<file path="config.mk">
export PLATFORM = sky130hd
export DESIGN_NAME = result_frame_receiver_core_flat
export DESIGN_NICKNAME = d
export VERILOG_FILES = /design/src/design/rfr_pkg.sv /design/src/design/rfr_if.sv /design/src/design/result_frame_receiver_core.sv /design/src/flat_wrapper.sv
export SDC_FILE = /design/constraint.sdc
export NUM_CORES = 1
export LEC_CHECK = 0
export ABC_AREA = 1
export BUFFER_PORTS_ARGS = -buffer_cell sky130_fd_sc_hd__buf_2
export CAP_MARGIN = 20
export CELL_PAD_IN_SITES_DETAIL_PLACEMENT = 1
export CELL_PAD_IN_SITES_GLOBAL_PLACEMENT = 1
export CORE_UTILIZATION = 39
export DETAILED_ROUTE_END_ITERATION = 7
export MAX_ROUTING_LAYER = met4
export PLACE_DENSITY_LB_ADDON = 0.15
export SYNTH_ARGS = -nofsm -noshare
export SYNTH_HDL_FRONTEND = slang
export SYNTH_SLANG_ARGS = --single-unit
</file>
<file path="constraint.sdc">
create_clock -name clk -period 13.8 [get_ports clk]
set_clock_uncertainty 0.2 [all_clocks]
set_input_delay 2.07 -clock clk [delete_from_list [all_inputs] [get_ports clk]]
set_output_delay 2.07 -clock clk [all_outputs]
set_load 0.02 [all_outputs]
</file>
<file path="src/design/rfr_pkg.sv">
// ----------------------------------------------------------------------------
// rfr_pkg
// Constants, codes and the 5-bit check map shared by the frame receiver.
// ----------------------------------------------------------------------------
package rfr_pkg;

	localparam logic [7:0]  PRE_FIRST   = 8'hAA;
	localparam logic [7:0]  PRE_SECOND  = 8'h55;
	localparam logic [4:0]  CRC_INIT    = 5'h1F;
	localparam logic [15:0] TIMEOUT_RST = 16'd100;
	localparam logic [15:0] TICK_MAX    = 16'hFFFF;

	localparam int BODY_W = 64;

	typedef logic [3:0] byte_idx_t;

	localparam byte_idx_t IDX_HUNT  = 4'd0;
	localparam byte_idx_t IDX_PRE2  = 4'd1;
	localparam byte_idx_t IDX_BODY0 = 4'd2;
	localparam byte_idx_t IDX_BODY7 = 4'd9;
	localparam byte_idx_t IDX_CHECK = 4'd10;
	localparam byte_idx_t IDX_TAIL  = 4'd11;

	typedef enum logic [1:0] {
		ST_OK      = 2'd0,
		ST_CRC_ERR = 2'd1,
		ST_TIMEOUT = 2'd2
	} status_t;

	typedef enum logic {
		MODE_BYTE = 1'b0,
		MODE_TICK = 1'b1
	} mode_t;

	localparam logic [4:0] CRC_COL [5] = '{5'h05, 5'h0A, 5'h14, 5'h08, 5'h10};

	function automatic logic [4:0] crc_map(input logic [4:0] v);
		logic [4:0] r;
		r = '0;
		for (int k = 0; k < 5; k++) begin
			if (v[k]) begin
				r = r ^ CRC_COL[k];
			end
		end
		return r;
	endfunction

endpackage

</file>
<file path="src/design/rfr_if.sv">
// ----------------------------------------------------------------------------
// rfr_if
// Valid/ready channels of the frame receiver: input items and results.
// ----------------------------------------------------------------------------
interface rfr_rx_if;
	logic       valid;
	logic       ready;
	logic       mode;
	logic [7:0] rx_byte;

	modport source (output valid, output mode, output rx_byte, input ready);
	modport sink   (input valid, input mode, input rx_byte, output ready);
endinterface

interface rfr_res_if;
	logic                        valid;
	logic                        ready;
	logic [1:0]                  status;
	logic [rfr_pkg::BODY_W-1:0]  body;
	logic [7:0]                  check_byte;
	logic [7:0]                  tail_byte;

	modport source (output valid, output status, output body, output check_byte,
		output tail_byte, input ready);
	modport sink   (input valid, input status, input body, input check_byte,
		input tail_byte, output ready);
endinterface

</file>
<file path="src/design/result_frame_receiver_core.sv">
// ----------------------------------------------------------------------------
// result_frame_receiver_core
// Preamble hunt, frame collection with 5-bit check, and tick timeout.
// ----------------------------------------------------------------------------
// Latency: a result is valid on the cycle after the transfer that causes it.
// Throughput: one byte or tick per cycle; input stalls only while a result
// waits in the output register and the sink is not ready.
// Reset: hunt restarts, running check 0x1F, tick count zero, timeout 100 ticks,
// no result pending.
// ----------------------------------------------------------------------------
module result_frame_receiver_core (
	input  logic         clk,
	input  logic         arst_n,
	input  logic         wr_en,
	input  logic [15:0]  wr_data,
	rfr_rx_if.sink       rx,
	rfr_res_if.source    res
);
	import rfr_pkg::*;

	logic [15:0]        timeout_q;
	byte_idx_t          byte_index_q;
	logic [BODY_W-1:0]  body_q;
	logic [7:0]         check_q;
	logic [4:0]         crc_q;
	logic [15:0]        elapsed_q;

	logic               res_valid_q;
	status_t            res_status_q;
	logic [BODY_W-1:0]  res_body_q;
	logic [7:0]         res_check_q;
	logic [7:0]         res_tail_q;

	byte_idx_t          nxt_index;
	logic [BODY_W-1:0]  nxt_body;
	logic [7:0]         nxt_check;
	logic [4:0]         nxt_crc;
	logic [15:0]        nxt_elapsed;
	logic [15:0]        tick_inc;
	logic               emit;
	status_t            emit_status;
	logic               rx_xfer;

	assign rx.ready = !res_valid_q || res.ready;
	assign rx_xfer  = rx.valid && rx.ready;

	assign tick_inc = (elapsed_q == TICK_MAX) ? elapsed_q : elapsed_q + 16'd1;

	always_comb begin
		nxt_index   = byte_index_q;
		nxt_body    = body_q;
		nxt_check   = check_q;
		nxt_crc     = crc_q;
		nxt_elapsed = elapsed_q;
		emit        = 1'b0;
		emit_status = ST_TIMEOUT;
		if (rx.mode == MODE_TICK) begin
			nxt_elapsed = tick_inc;
			emit        = (tick_inc >= timeout_q);
		end else if (elapsed_q >= timeout_q) begin
			emit = 1'b1;
		end else begin
			priority if (byte_index_q == IDX_PRE2) begin
				if (rx.rx_byte == PRE_SECOND) begin
					nxt_index = IDX_BODY0;
				end else begin
					nxt_index = (rx.rx_byte == PRE_FIRST) ? IDX_PRE2 : IDX_HUNT;
				end
			end else if (byte_index_q >= IDX_BODY0 && byte_index_q <= IDX_BODY7) begin
				nxt_body  = {body_q[BODY_W-9:0], rx.rx_byte};
				nxt_crc   = crc_map(crc_q ^ rx.rx_byte[4:0]);
				nxt_index = byte_index_q + 4'd1;
			end else if (byte_index_q == IDX_CHECK) begin
				nxt_check = rx.rx_byte;
				nxt_index = IDX_TAIL;
			end else if (byte_index_q == IDX_TAIL) begin
				emit        = 1'b1;
				emit_status = (crc_q == check_q[4:0]) ? ST_OK : ST_CRC_ERR;
			end else begin
				nxt_index = (rx.rx_byte == PRE_FIRST) ? IDX_PRE2 : IDX_HUNT;
			end
		end
		if (emit) begin
			nxt_index   = IDX_HUNT;
			nxt_body    = '0;
			nxt_check   = '0;
			nxt_crc     = CRC_INIT;
			nxt_elapsed = '0;
		end
	end

	always_ff @(posedge clk or negedge arst_n) begin
		if (!arst_n) begin
			timeout_q    <= TIMEOUT_RST;
			byte_index_q <= IDX_HUNT;
			body_q       <= '0;
			check_q      <= '0;
			crc_q        <= CRC_INIT;
			elapsed_q    <= '0;
			res_valid_q  <= 1'b0;
		end else begin
			if (wr_en) begin
				timeout_q <= wr_data;
			end
			if (rx_xfer) begin
				byte_index_q <= nxt_index;
				body_q       <= nxt_body;
				check_q      <= nxt_check;
				crc_q        <= nxt_crc;
				elapsed_q    <= nxt_elapsed;
			end
			if (rx.ready) begin
				res_valid_q <= rx_xfer && emit;
			end
		end
	end

	always_ff @(posedge clk) begin
		if (rx_xfer && emit) begin
			res_status_q <= emit_status;
			if (emit_status == ST_TIMEOUT) begin
				res_body_q  <= '0;
				res_check_q <= '0;
				res_tail_q  <= '0;
			end else begin
				res_body_q  <= body_q;
				res_check_q <= check_q;
				res_tail_q  <= rx.rx_byte;
			end
		end
	end

	assign res.valid      = res_valid_q;
	assign res.status     = res_status_q;
	assign res.body       = res_body_q;
	assign res.check_byte = res_check_q;
	assign res.tail_byte  = res_tail_q;

`ifndef SYNTHESIS
	a_no_overwrite: assert property (@(posedge clk) disable iff (!arst_n)
		!(rx_xfer && res_valid_q && !res.ready))
		else $error("input transfer while result stalled");

	a_index_range: assert property (@(posedge clk) disable iff (!arst_n)
		byte_index_q <= IDX_TAIL)
		else $error("byte index out of range");

	a_restart: assert property (@(posedge clk) disable iff (!arst_n)
		(rx_xfer && emit) |=> (byte_index_q == IDX_HUNT && elapsed_q == '0
		&& crc_q == CRC_INIT))
		else $error("attempt not restarted after result");

	a_timeout_zero: assert property (@(posedge clk) disable iff (!arst_n)
		(res_valid_q && res_status_q == ST_TIMEOUT) |-> (res_body_q == '0
		&& res_check_q == '0 && res_tail_q == '0))
		else $error("timeout result carries frame data");
`endif

endmodule
</file>
<file path="src/flat_wrapper.sv">
// flat-port wrapper written by rule: the top's interface ports become plain ports
module result_frame_receiver_core_flat import rfr_pkg::*;
  (clk, arst_n, wr_en, wr_data, rx_valid, rx_mode, rx_rx_byte, rx_ready, res_valid, res_status, res_body, res_check_byte, res_tail_byte, res_ready);
  rfr_rx_if rx_i ();
  rfr_res_if res_i ();
  input  logic clk;
  input  logic arst_n;
  input  logic wr_en;
  input  logic [15:0] wr_data;
  input wire logic [$bits(rx_i.valid)-1:0] rx_valid;
  input wire logic [$bits(rx_i.mode)-1:0] rx_mode;
  input wire logic [$bits(rx_i.rx_byte)-1:0] rx_rx_byte;
  output wire logic [$bits(rx_i.ready)-1:0] rx_ready;
  output wire logic [$bits(res_i.valid)-1:0] res_valid;
  output wire logic [$bits(res_i.status)-1:0] res_status;
  output wire logic [$bits(res_i.body)-1:0] res_body;
  output wire logic [$bits(res_i.check_byte)-1:0] res_check_byte;
  output wire logic [$bits(res_i.tail_byte)-1:0] res_tail_byte;
  input wire logic [$bits(res_i.ready)-1:0] res_ready;
  assign rx_i.valid = rx_valid;
  assign rx_i.mode = rx_mode;
  assign rx_i.rx_byte = rx_rx_byte;
  assign rx_ready = rx_i.ready;
  assign res_valid = res_i.valid;
  assign res_status = res_i.status;
  assign res_body = res_i.body;
  assign res_check_byte = res_i.check_byte;
  assign res_tail_byte = res_i.tail_byte;
  assign res_i.ready = res_ready;
  result_frame_receiver_core u_core (.clk(clk), .arst_n(arst_n), .wr_en(wr_en), .wr_data(wr_data), .rx(rx_i), .res(res_i));
endmodule
</file>
Yosys cells after proc, flatten, opt, wreduce, memory -nomap -nowiden
Index checks and enable logic that the tools add are counted. W data, S select, Z words.

$add $sub $neg: 2. $mul: 0. Div/mod/pow operators: 0. Magnitude comparators: 4. Equality and inequality tests: 13. Shifts and indexed selects: 0. Multiplexer cells: 62. Bitwise logic cells: 5. Reductions and logical operators: 12.

Operator list (count): $mux W64 (5); $mux W5 (23); $mux W16 (3); $mux W8 (6); $mux W4 (10); $ge A16 B16 Y1 (2); $add A16 B1 Y16 const B (1); $eq A16 B16 Y1 const B (1); $mux W2 (6); $eq A4 B4 Y1 const B (2); $eq A8 B7 Y1 const B (1); $eq A8 B8 Y1 const B (1); $mux W1 (8); $ne A2 B1 Y1 const B (4); $reduce_and A6 Y1 (1); $reduce_bool A2 Y1 (3); $eq A5 B5 Y1 (1); $ne A5 B1 Y1 const B (1); $reduce_and A5 Y1 (1); $xor A5 B5 Y5 (1); $add A4 B1 Y4 const B (1); $eq A4 B1 Y1 const B (1); $ge A4 B2 Y1 const B (1); $le A4 B4 Y1 const B (1); other kinds (9) (13).

Register bits after elaboration: 196. Latch bits: 0. RAM bits: 0. ROM bits: 0. Input port bits: 30. Memories kept: 0.

Depth between registers and ports, before layout
Gate-level depths: netlist of run 1.

Depth after elaboration: 31. Mapped depth: 22. Mapped depth without buffers: 21.

Least setup slack after synthesis of run 1
No wires, ideal clock.

Kind: input to register. Start point: input port res_ready. End point: register u_core.res_body_q[0], in the netlist u_core.res.body[0], enable pin. Data arrival time: 4.441 ns. Required time: 13.165 ns. Slack: 8.723 ns. Stages: 7. Path buffers: 1. Cell sequence: inv_1 nand2_1 nand2_1 inv_1 nand3_2 clkbuf_1 inv_1.

Word-level cells in the longest chain between the ends: 3.

RTL lines: start: declaration (RTL line flat_wrapper.sv:19) `input wire logic [$bits(res_i.ready)-1:0] res_ready;`; $logic_or A1 B1 Y1 (RTL line result_frame_receiver_core.sv:44) `assign rx.ready = !res_valid_q || res.ready;`; via rx_ready (RTL line flat_wrapper.sv:13) `output wire logic [$bits(rx_i.ready)-1:0] rx_ready;`; $logic_and A1 B1 Y1 (RTL line result_frame_receiver_core.sv:45) `assign rx_xfer = rx.valid && rx.ready;`; $logic_and A1 B1 Y1 (RTL line result_frame_receiver_core.sv:119) `if (rx_xfer && emit) begin`; end signal: assignment (RTL line result_frame_receiver_core.sv:126) `res_body_q <= body_q;`; end: declaration (RTL line result_frame_receiver_core.sv:30) `logic [BODY_W-1:0] res_body_q;`.

The timed path passes the listed nets, and every way through them passes these cells. A chain may end at the register's enable or synchronous reset.

Worst setup path in the final report of run 1
Start point: register u_core.elapsed_q[0]. End point: register u_core.res_body_q[14], in the netlist u_core.res.body[14], enable pin.

Word-level cells in the longest chain between the ends: 5.

RTL lines: start: declaration (RTL line result_frame_receiver_core.sv:26) `logic [15:0] elapsed_q;`; start signal: assignment (RTL line result_frame_receiver_core.sv:110) `elapsed_q <= nxt_elapsed;`; $add A16 B1 Y16 / $eq A16 B16 Y1 (equally long branches) (RTL line result_frame_receiver_core.sv:47) `assign tick_inc = (elapsed_q == TICK_MAX) ? elapsed_q : elapsed_q + 16'd1;`; $mux W16 (RTL line result_frame_receiver_core.sv:47); $ge A16 B16 Y1 (RTL line result_frame_receiver_core.sv:59) `emit = (tick_inc >= timeout_q);`; $mux W1 * (RTL line result_frame_receiver_core.sv:57) `if (rx.mode == MODE_TICK) begin`; $logic_and A1 B1 Y1 * (RTL line result_frame_receiver_core.sv:119).

Mark *: on every way between the ends. The rest lies on a longest branch, timed or not.

==> flow_summary.json, run 1 <==
{
  "outcome": "finished clean",
  "core_area_mm2": 0.0238,
  "drc": 0,
  "tns_ns": 0,
  "slowest_stage": "buf_4",
  "cp.arrival_ns": 5.04,
  "wl_per_cell_um": 16.0,
  "syn_avg_cell_area_um2": 8.82,
  "yosys.area.top_type": "dfrtp_1",
  "numCtsBuffers": 17,
  "critPathMaxStageDelay_ns": 0.84,
  "highest_layer": "met4",
  "clkLatencyLatePin_ns": 0.44,
  "ctsRootBufferMaster": "clkbuf_16",
  "cp_num_buf_inv": 5,
  "final_cell_mix": "267 x nand2_1, 136 x inv_1, 112 x buf_2, 108 x nand3_1, 106 x dfrtp_1",
  "met1_length_mm": 11.9,
  "hold_path_class": "reg2reg",
  "gp_congestion": 0.850,
  "synth_area_leaders": "dfrtp_1 28%, edfxtp_1 26%, nand2_1 10%",
  "fillers": 2795,
  "dieArea_mm2": 0.0252,
  "p_leak_nw": 5.16,
  "htreeDepth": 4,
  "synthesis.yosys.warnings": 0,
  "postCtsSetupRepairBufs": 0,
  "grt_max_degree": 83,
  "finalHoldViolations": 0,
  "p_clk_share_pct": 25.0,
  "path_max_fanout": 79,
  "die_h_um": 159,
  "switching_power_mw": 0.793,
  "power.density_mw_per_mm2": 183,
  "rsz0062_at_grt": "no",
  "layout_commonest_cell": "nand2_1",
  "post_route_cells_drive_above_1_share_pct": 15.3,
  "cts_hold_buf": 0,
  "fp-row-count": 56,
  "synth_nets": 1152,
  "min_period_ns": 5.18,
  "syn-cell-area_mm2": 0.00957,
  "holdWs_ns": 0.289,
  "pwr-share-seq_pct": 41.7,
  "drtAntennaViolNets": 0,
  "synth_top_cell_area_share_pct": 27.7,
  "overflow": 0,
  "finalMaxSlewViolations": 0,
  "critPathTopFamily": "buffers and inverters",
  "tightestPinTransition_ns": 1.07,
  "synth.distinct_cells": 38,
  "hpwl_mm": 15.9,
  "cts_max_path_buffers": 2,
  "synthFlopType": "dfrtp_1",
  "syn_to_final_growth_pct": 14.9,
  "intPower_mw": 1.22,
  "antenna_found_initial": 0,
  "path_cells": "ha_1 -> and3_1 -> nand2_1 -> nor2_1 -> inv_1 -> o21ai_0 -> ha_1 -> nand2_1 -> inv_2 -> nand3_1 -> nor3_1 -> nand2_1 -> nand4_4 -> nand3_2 -> buf_4 -> clkinv_2 -> buf_4",
  "die_w_um": 159,
  "timing_worst_setup_path_type": "reg2reg",
  "grt_pass1_vias": 7662,
  "clock.fmax_mhz": 193,
  "total_power_mw": 2.01,
  "routed-wl-met3_um": 586,
  "grt_pass1_wl_mm": 40.2,
  "cts_sinks": 196,
  "vias_per_cell": 4.96,
  "vias": 7464,
  "synth_seq_cells": 196,
  "antenna_cells_inserted": 0,
  "cts_resized": 0,
  "ios": 114,
  "start_util_pct": 40.3,
  "io_buffers": 113,
  "track_usage_pct": 21.2,
  "synth-seq-area-share_pct": 55.6,
  "finalSetupViolCount": 0,
  "p_sw_share_pct": 39.4,
  "cts_tree": "yes",
  "start_kind": "flip-flop",
  "nNetsFinal": 1240,
  "relSlewSlack_pct": 28.6,
  "drt_first_iter_violations": 361,
  "netlist_instances": 1085,
  "wl_mm": 24.1,
  "path_clk_slew_ns": 0.08,
  "end_kind": "flip-flop",
  "required_ns": 13.65,
  "combinationalPowerShare_pct": 33.3,
  "cpMostUsedCell": "nand2_1",
  "dr_wl_met2_mm": 11.4,
  "fin_crit_sh_pct": 37.6,
  "async_flop_share_pct": 58.2,
  "synth-edff-count": 82,
  "vdd_drop_max_v": 0.0000890,
  "cap_violations": 0,
  "dr.pass1.iters": 7
}
-- path summary, 6_finish.rpt --
kind / start / endpoint / slack, ns / cells after the start
worst max register to register: u_core.elapsed_q[0] / u_core.res.body[14] / 8.62 / 17
worst max-delay path: u_core.elapsed_q[0] / u_core.res.body[14] / 8.62 / 17
worst min register to register: u_core.check_q[4] / u_core.check_q[4] / 0.29 / 2
min in group asynchronous: arst_n / u_core.timeout_q[12] / 1.43 / 1
worst min-delay path: u_core.check_q[4] / u_core.check_q[4] / 0.29 / 2
max in group asynchronous: arst_n / u_core.body_q[18] / 10.57 / 2
-- cell usage after synthesis, drive strengths merged (2+ instances only) --
master	number
nand2	271
inv	140
nand3	110
dfrtp	106
nor2	102
edfxtp	82
a21oi	79
o21ai	38
ha	37
buf	34
clkbuf	18
xor2	16
nor3	15
nand4	9
dfstp	8
xnor2	5
nor4	3
or2	3
a211oi	2
-- flip-flops by register name (all words and copies together) (netlist names) --
register and count:
u_core.body_q 64, u_core.res.body 64, u_core.elapsed_q 16, u_core.timeout_q 16, u_core.check_q 8, u_core.res.check_byte 8, u_core.res.tail_byte 8, u_core.crc_q 5
u_core.byte_index_q 4, u_core.res.status 2, u_core.res.valid 1
-- worst reg2reg max path: stages, from the launching register on --
cell and delay [ns]:
dfrtp_1 0.44, ha_1 0.26, and3_1 0.24, nand2_1 0.12
nor2_1 0.09, inv_1 0.36, o21ai_0 0.23, ha_1 0.33
nand2_1 0.06, inv_2 0.06, nand3_1 0.06, nor3_1 0.24
nand2_1 0.14, nand4_4 0.36, nand3_2 0.12, buf_4 0.39
clkinv_2 0.24, buf_4 0.84
-- metal layers --
metal	vias up	track usage, %
met5	-	-
met1	3651	29.0
met4	0	4.67
li1	3675	-
met2	121	33.8
met3	17	2.42
-- cell families (layout without fill, tap and decap cells) --
kind of cell,count (synthesis),count (layout),share of synthesized area [%]
buffers and inverters,192,293,8.08
multiplexers,1,1,0.118
flip-flops,196,196,55.6
XOR/XNOR,21,21,1.92
adder cells (fa/ha/maj),37,37,4.84
AND/OR/NAND/NOR,515,515,22.8
AO/OA/AOI/OAI,123,123,6.63
-- metrics by stage --
| stage | utilization [%] | cell area (µm²) | instances | worst slack (ns) |
|---|---|---|---|---|
| final | 46.3 | 11000 | 1505 | 8.62 |
| after global routing | 46.3 | 11000 | 1505 | 8.24 |
| after CTS | 46.3 | 11000 | 1505 | 8.64 |
| after detailed placement | 43.8 | 10400 | 1473 | 8.60 |
| after global placement | 43.7 | 10400 | 1472 | 8.22 |
| after floorplan | - | 9570 | 1085 | 8.72 |
-- final cells by class --
| class | count | area (µm²) | area share (%) |
|---|---|---|---|
| flip-flops and latches | 196 | 5330 | 48.4 |
| repair buffers | 121 | 641 | 5.83 |
| clock inverters | 14 | 170 | 1.55 |
| clock buffers | 18 | 429 | 3.90 |
| well taps | 319 | 399 | 3.63 |
| inverters | 140 | 527 | 4.79 |
| multi-input cells | 697 | 3500 | 31.9 |
-- power by group through the flow --
stage / registers (mW) / logic [mW] / clock network, mW
2_1_floorplan: 0.865 / 0.455 / 0
3_3_place_gp: 0.843 / 0.657 / 0
3_5_place_dp: 0.849 / 0.673 / 0
4_1_cts: 0.838 / 0.679 / 0.511
5_1_grt: 0.857 / 0.767 / 0.533
6_report: 0.838 / 0.669 / 0.503
(Power assumes the default switching activity.)
==> inputs of run 2 (changes only) <==
--- a/config.mk
+++ b/config.mk
@@ -5,7 +5,7 @@
 export SDC_FILE = /design/constraint.sdc
 export NUM_CORES = 1
 export LEC_CHECK = 0
-export ABC_AREA = 1
+export ABC_AREA = 0
 export BUFFER_PORTS_ARGS = -buffer_cell sky130_fd_sc_hd__buf_2
 export CAP_MARGIN = 20
 export CELL_PAD_IN_SITES_DETAIL_PLACEMENT = 1
==> constraint.sdc (replaced) <==
create_clock -name clk -period 4.9 [get_ports clk]
set_clock_uncertainty 0.2 [all_clocks]
set_input_delay 0.735 -clock clk [delete_from_list [all_inputs] [get_ports clk]]
set_output_delay 0.735 -clock clk [all_outputs]
set_load 0.02 [all_outputs]
==> run 2 against run 1 <==
Net effect:
- sequential power grew 110%
- first-iteration DRC count shrank 22%
- synthesized cell count shrank 34%
- global-route usage shrank 1.0 points
- critical path depth shrank 3
- utilization shrank 0.16 points
- critical path type unchanged
- critical endpoint is now u_core.res.body[23]
==> flow_summary.json, run 2 <==
{
  "outcome": "finished clean",
  "post_route_cells_drive_above_1_share_pct": 22.1,
  "synth_area_leaders": "dfrtp_1 30%, edfxtp_1 28%, a22o_1 7.9%",
  "synth-edff-count": 82,
  "required_ns": 4.80,
  "grt_pass1_vias": 6372,
  "dieArea_mm2": 0.0235,
  "syn_to_final_growth_pct": 16.4,
  "finalSetupViolCount": 0,
  "fp-row-count": 55,
  "dr.pass1.iters": 4,
  "synthesis.yosys.warnings": 0,
  "fillers": 2398,
  "hpwl_mm": 15.4,
  "relSlewSlack_pct": 51.8,
  "layout_commonest_cell": "buf_2",
  "rsz0062_at_grt": "no",
  "io_buffers": 113,
  "cts_tree": "yes",
  "vdd_drop_max_v": 0.000208,
  "final_core_util_pct": 46.1,
  "synth_seq_cells": 196,
  "tightestPinTransition_ns": 0.723,
  "clock.fmax_mhz": 234,
  "numCtsBuffers": 17,
  "synth_most_common_cell": "dfrtp_1",
  "antenna_cells_inserted": 0,
  "synthFlopType": "dfrtp_1",
  "cts_sinks": 196,
  "finalMaxSlewViolations": 0,
  "final_cell_mix": "112 x buf_2, 106 x dfrtp_1, 82 x and2_1, 82 x edfxtp_1, 81 x a22o_1",
  "clkLatencyLatePin_ns": 0.44,
  "cts_hold_buf": 0,
  "path_clk_slew_ns": 0.08,
  "synth.distinct_cells": 62,
  "finalHoldViolations": 0,
  "syn-cell-area_mm2": 0.00895,
  "cap_violations": 0,
  "nNetsFinal": 892,
  "path_max_fanout": 26,
  "drtAntennaViolNets": 0,
  "wl_mm": 21.8,
  "vias": 6018,
  "ios": 114,
  "power.density_mw_per_mm2": 347,
  "holdWs_ns": 0.0800,
  "grt_pass1_wl_mm": 35.8,
  "syn_avg_cell_area_um2": 12.5,
  "fin_crit_sh_pct": 87.2,
  "p_leak_nw": 4.58,
  "die_h_um": 153,
  "timing_worst_setup_path_type": "reg2reg",
  "final_cell_area_mm2": 0.0104,
  "antenna_found_initial": 0,
  "gp_congestion": 0.868,
  "final_cells": 1123,
  "synth_top_cell_area_share_pct": 29.7,
  "ctsRootBufferMaster": "clkbuf_16",
  "wl_per_cell_um": 19.4,
  "netlist_instances": 718,
  "core_area_mm2": 0.0226,
  "synth.cells.most_frequent": "106 x dfrtp_1, 82 x and2_1, 82 x edfxtp_1",
  "tns_ns": 0,
  "drc": 0,
  "yosys.area.top_type": "dfrtp_1",
  "drt_first_iter_violations": 280,
  "grt_max_degree": 80,
  "cp.arrival_ns": 4.17,
  "async_flop_share_pct": 58.2,
  "min_period_ns": 4.27,
  "dpl_cell_area_mm2": 0.00977,
  "end_kind": "flip-flop",
  "cts_max_path_buffers": 2,
  "placed_cells": 1091,
  "die_w_um": 153,
  "postCtsSetupRepairBufs": 0,
  "vias_per_cell": 5.36,
  "hold_path_class": "in2async",
  "track_usage_pct": 20.1,
  "synth_nets": 785,
  "overflow": 0,
  "synth-seq-area-share_pct": 59.5,
  "cts_resized": 0,
  "start_kind": "flip-flop",
  "start_util_pct": 39.6,
  "htreeDepth": 4
}
-- run 2: cell count changes in the layout (fill, tap and decap cells not counted), sizes merged, moves of 5 or more --
cell	before	now
nand2	271	41
inv	144	36
nand3	110	12
and2	0	83
nor2	102	20
a22o	0	81
a21oi	79	31
xor2	16	8
xnor2	5	12
and3	1	6
o31ai	0	5
-- run 2: final cells by class --
type / instances / area, µm² / share of cell area (%)
Tap cell: 285 / 357 / 3.43
Clock inverter: 15 / 220 / 2.12
Inverter: 30 / 116 / 1.12
Timing Repair Buffer: 123 / 656 / 6.30
Multi-Input combinational cell: 457 / 3310 / 31.8
Clock buffer: 17 / 425 / 4.09
Sequential cell: 196 / 5330 / 51.1
-- run 2: kinds of logic (layout without fill, tap and decap cells) --
logic type,count (synthesis),count (layout),share of synthesized area (%)
AND/OR/NAND/NOR,209,209,13.5
flip-flops,196,196,59.5
AO/OA/AOI/OAI,187,187,15.6
buffers and inverters,65,185,3.68
adder cells (fa/ha/maj),37,37,5.17
XOR/XNOR,20,20,1.96
multiplexers,4,4,0.503
-- run 2: path summary, 6_finish.rpt --
check | from | to | slack, ns | depth (start not counted)
max | u_core.elapsed_q[5] | u_core.res.body[23] | 0.63 | 14
max in group asynchronous | arst_n | u_core.elapsed_q[12] | 3.38 | 2
max reg2reg | u_core.elapsed_q[5] | u_core.res.body[23] | 0.63 | 14
min | arst_n | u_core.body_q[62] | 0.08 | 1
min in group clk | wr_data[10] | u_core.timeout_q[10] | 0.30 | 3
min reg2reg | u_core.body_q[56] | u_core.body_q[56] | 0.30 | 1
-- run 2: per-layer routing --
| layer | up-vias | wire length [µm] | global-route usage, % |
|---|---|---|---|
| li1 | 2841 | - | - |
| met1 | 3050 | 9740 | 24.8 |
| met2 | 100 | 11100 | 34.1 |
| met3 | 27 | 561 | 2.98 |
| met4 | 0 | 358 | 6.38 |
| met5 | - | 0 | - |
-- run 2: critical path, cell delays in order (launching register included) --
cell	delay (ns)
dfrtp_1	0.51
nand4_2	0.23
nor4b_1	0.66
and3_1	0.30
nand3_1	0.11
o21a_1	0.13
ha_1	0.31
inv_1	0.05
o2111ai_1	0.33
o21ai_0	0.15
a21oi_1	0.14
buf_4	0.19
nand2_1	0.11
clkinvlp_4	0.12
buf_4	0.35
-- run 2: stage by stage --
step | setup slack, ns | power (mW)
after floorplan | 0.470 | 2.02
after global placement | 0.810 | 2.15
after detailed placement | 0.665 | 2.16
after CTS | 0.627 | 3.65
after global routing | 0.149 | 3.75
final | 0.629 | 3.61
-- run 2: where the power goes --
part	internal, mW	switching [mW]
logic	0.107	0.221
registers	1.76	0.0298
clock network	0.755	0.737
==> inputs of run 3 (changes only) <==
--- a/config.mk
+++ b/config.mk
@@ -10,10 +10,11 @@
 export CAP_MARGIN = 20
 export CELL_PAD_IN_SITES_DETAIL_PLACEMENT = 1
 export CELL_PAD_IN_SITES_GLOBAL_PLACEMENT = 1
-export CORE_UTILIZATION = 39
+export CORE_UTILIZATION = 47
 export DETAILED_ROUTE_END_ITERATION = 7
 export MAX_ROUTING_LAYER = met4
-export PLACE_DENSITY_LB_ADDON = 0.15
+export PLACE_DENSITY = 0.79
+export RECOVER_POWER = 50
 export SYNTH_ARGS = -nofsm -noshare
 export SYNTH_HDL_FRONTEND = slang
 export SYNTH_SLANG_ARGS = --single-unit
==> run 3 against run 2 <==
Net effect:
- combinational power shrank 2%
- worst hold slack improved by 0.22 ns
- first-iteration DRC count is 1.1% higher
- flip-flop and latch count stayed put
- fmax down 0.82%
- critical path depth did not move
- critical endpoint is now u_core.crc_q[2]
- the run now ends with capacitance limit, slew limit left
- utilization rose by 8.4 points
- cell area decreased by 2.0%
- non-clock buffer count unchanged
- via count rose by 2.8%
==> flow_summary.json, run 3 (same netlist as run 2, synthesis figures left out) <==
{
  "switching_power_mw": 0.960,
  "wl_mm": 22.3,
  "start_util_pct": 47.8,
  "required_ns": 5.03,
  "tns_ns": 0,
  "relSlewSlack_pct": -6.33,
  "dr.pass1.iters": 4,
  "grt_pass1_vias": 6438,
  "timing_worst_setup_path_type": "reg2reg",
  "postCtsSetupRepairBufs": 0,
  "hold_path_class": "in2reg",
  "ctsRootBufferMaster": "clkbuf_16",
  "io_buffers": 113,
  "fillers": 1992,
  "vdd_drop_max_v": 0.000271,
  "p_leak_nw": 4.33,
  "clkLatencyLatePin_ns": 0.45,
  "drtAntennaViolNets": 0,
  "post_route_cells_drive_above_1_share_pct": 11.6,
  "rsz0062_at_grt": "no",
  "final_cell_mix": "106 x dfrtp_1, 86 x clkbuf_1, 82 x edfxtp_1, 81 x and2_1, 81 x a22o_1",
  "holdWs_ns": 0.305,
  "power.density_mw_per_mm2": 349,
  "outcome": "finished, violations left",
  "multi_input_area_mm2": 0.00329,
  "tightestPinTransition_ns": 1.59,
  "antenna_cells_inserted": 0,
  "gp_congestion": 0.897,
  "cts_resized": 0,
  "p_sw_share_pct": 26.9,
  "cp.arrival_ns": 4.43,
  "fin_crit_sh_pct": 87.9,
  "dieArea_mm2": 0.0196,
  "cts_hold_buf": 0,
  "core_area_mm2": 0.0187,
  "path_clk_slew_ns": 0.08,
  "finalSetupViolCount": 0,
  "wl_per_cell_um": 20.8,
  "start_kind": "flip-flop",
  "grt_pass1_wl_mm": 36.2,
  "cap_violations": 1,
  "hpwl_mm": 15.5,
  "drc": 0,
  "nNetsFinal": 892,
  "die_h_um": 140,
  "pwr-share-seq_pct": 50.2,
  "die_w_um": 140,
  "syn_to_final_growth_pct": 14.1,
  "finalMaxSlewViolations": 61,
  "final_core_util_pct": 54.6,
  "layout_commonest_cell": "dfrtp_1",
  "seqCellArea_mm2": 0.00533,
  "clock.fmax_mhz": 232,
  "cts_sinks": 196,
  "cts_tree": "yes",
  "cts_max_path_buffers": 2,
  "drt_first_iter_violations": 283,
  "htreeDepth": 4,
  "p_clk_share_pct": 40.7,
  "failed_checks": "capacitance limit, slew limit",
  "track_usage_pct": 24.8,
  "grt_max_degree": 84,
  "overflow": 0,
  "path_max_fanout": 65,
  "intPower_mw": 2.60,
  "ios": 114,
  "antenna_found_initial": 0,
  "critPathMaxStageDelay_ns": 0.50,
  "finalHoldViolations": 0,
  "fp-row-count": 50,
  "end_kind": "flip-flop",
  "vias": 6187,
  "min_period_ns": 4.31,
  "combinationalPowerShare_pct": 9.1,
  "slowest_stage": "dfrtp_1",
  "numCtsBuffers": 17,
  "path_cells": "nand4_2 -> or3_4 -> o31ai_4 -> nor2_1 -> xor2_1 -> ha_1 -> nand2_1 -> o21ai_0 -> a21oi_1 -> a21oi_1 -> buf_4 -> o21ai_4 -> buf_4 -> a221oi_1",
  "vias_per_cell": 5.77
}
-- run 3: cell count changes in the layout (fill, tap and decap cells not counted), moves of 2 or more --
| cell | before | now |
|---|---|---|
| buf_4 | 10 | 5 |
| clkbuf_2 | 0 | 3 |
| inv_12 | 2 | 0 |
| clkbuf_1 | 0 | 86 |
| buf_2 | 112 | 27 |
-- run 3: worst max-delay path: cells and delay by family, from the launching register on --
family                     cells  cell delay, ns
AOI/OAI and AO/OA              6            1.59
xor gates and xnor gates       1            0.16
adders and majority gates      1            0.30
buffers and inverters          2            0.54
DFF                            1            0.50
and+or+nand+nor                4            0.90
-- run 3: layout make-up --
class,instances,area share (%)
multi-input combinational,457,32.3
clock inverter,15,1.96
timing repair buffer,123,5.39
inverter,30,1.14
tap,234,2.87
sequential,196,52.2
clock buffer,17,4.17
-- run 3: final timing paths --
| kind | from | endpoint | slack [ns] | cells past startpoint |
|---|---|---|---|---|
| min in group asynchronous | arst_n | u_core.timeout_q[1] | 0.37 | 1 |
| min reg2reg | u_core.crc_q[3] | u_core.crc_q[3] | 0.31 | 2 |
| max in group asynchronous | arst_n | u_core.body_q[1] | 1.29 | 3 |
| max | u_core.elapsed_q[5] | u_core.crc_q[2] | 0.59 | 14 |
| min | wr_data[1] | u_core.timeout_q[1] | 0.30 | 3 |
| max reg2reg | u_core.elapsed_q[5] | u_core.crc_q[2] | 0.59 | 14 |
-- run 3: stage by stage --
stage                     total power [mW]  worst slack [ns]  instances  area [µm²]
after floorplan                       2.02             0.470        718        8950
after global placement                2.14             0.779       1039        9710
after detailed placement              2.16             0.602       1039        9710
after CTS                             3.60             0.565       1071       10300
after global routing                  3.69             0.321       1072       10200
final                                 3.56             0.594       1072       10200
-- run 3: routing by layer --
metal,up-vias,global-route usage (%),share of wire [%]
met5,-,-,0
met4,0,9.20,2.4
met3,37,3.93,3.5
met2,155,41.2,51
met1,3142,30.6,43
li1,2853,-,-
-- run 3: power groups by stage --
stage                     Sequential, mW  Combinational (mW)  Clock (mW)
after detailed placement            1.82               0.332           0
after global placement              1.82               0.318           0
after floorplan                     1.85               0.176           0
after global routing                1.80               0.359        1.53
after CTS                           1.79               0.335        1.48
final                               1.79               0.323        1.45
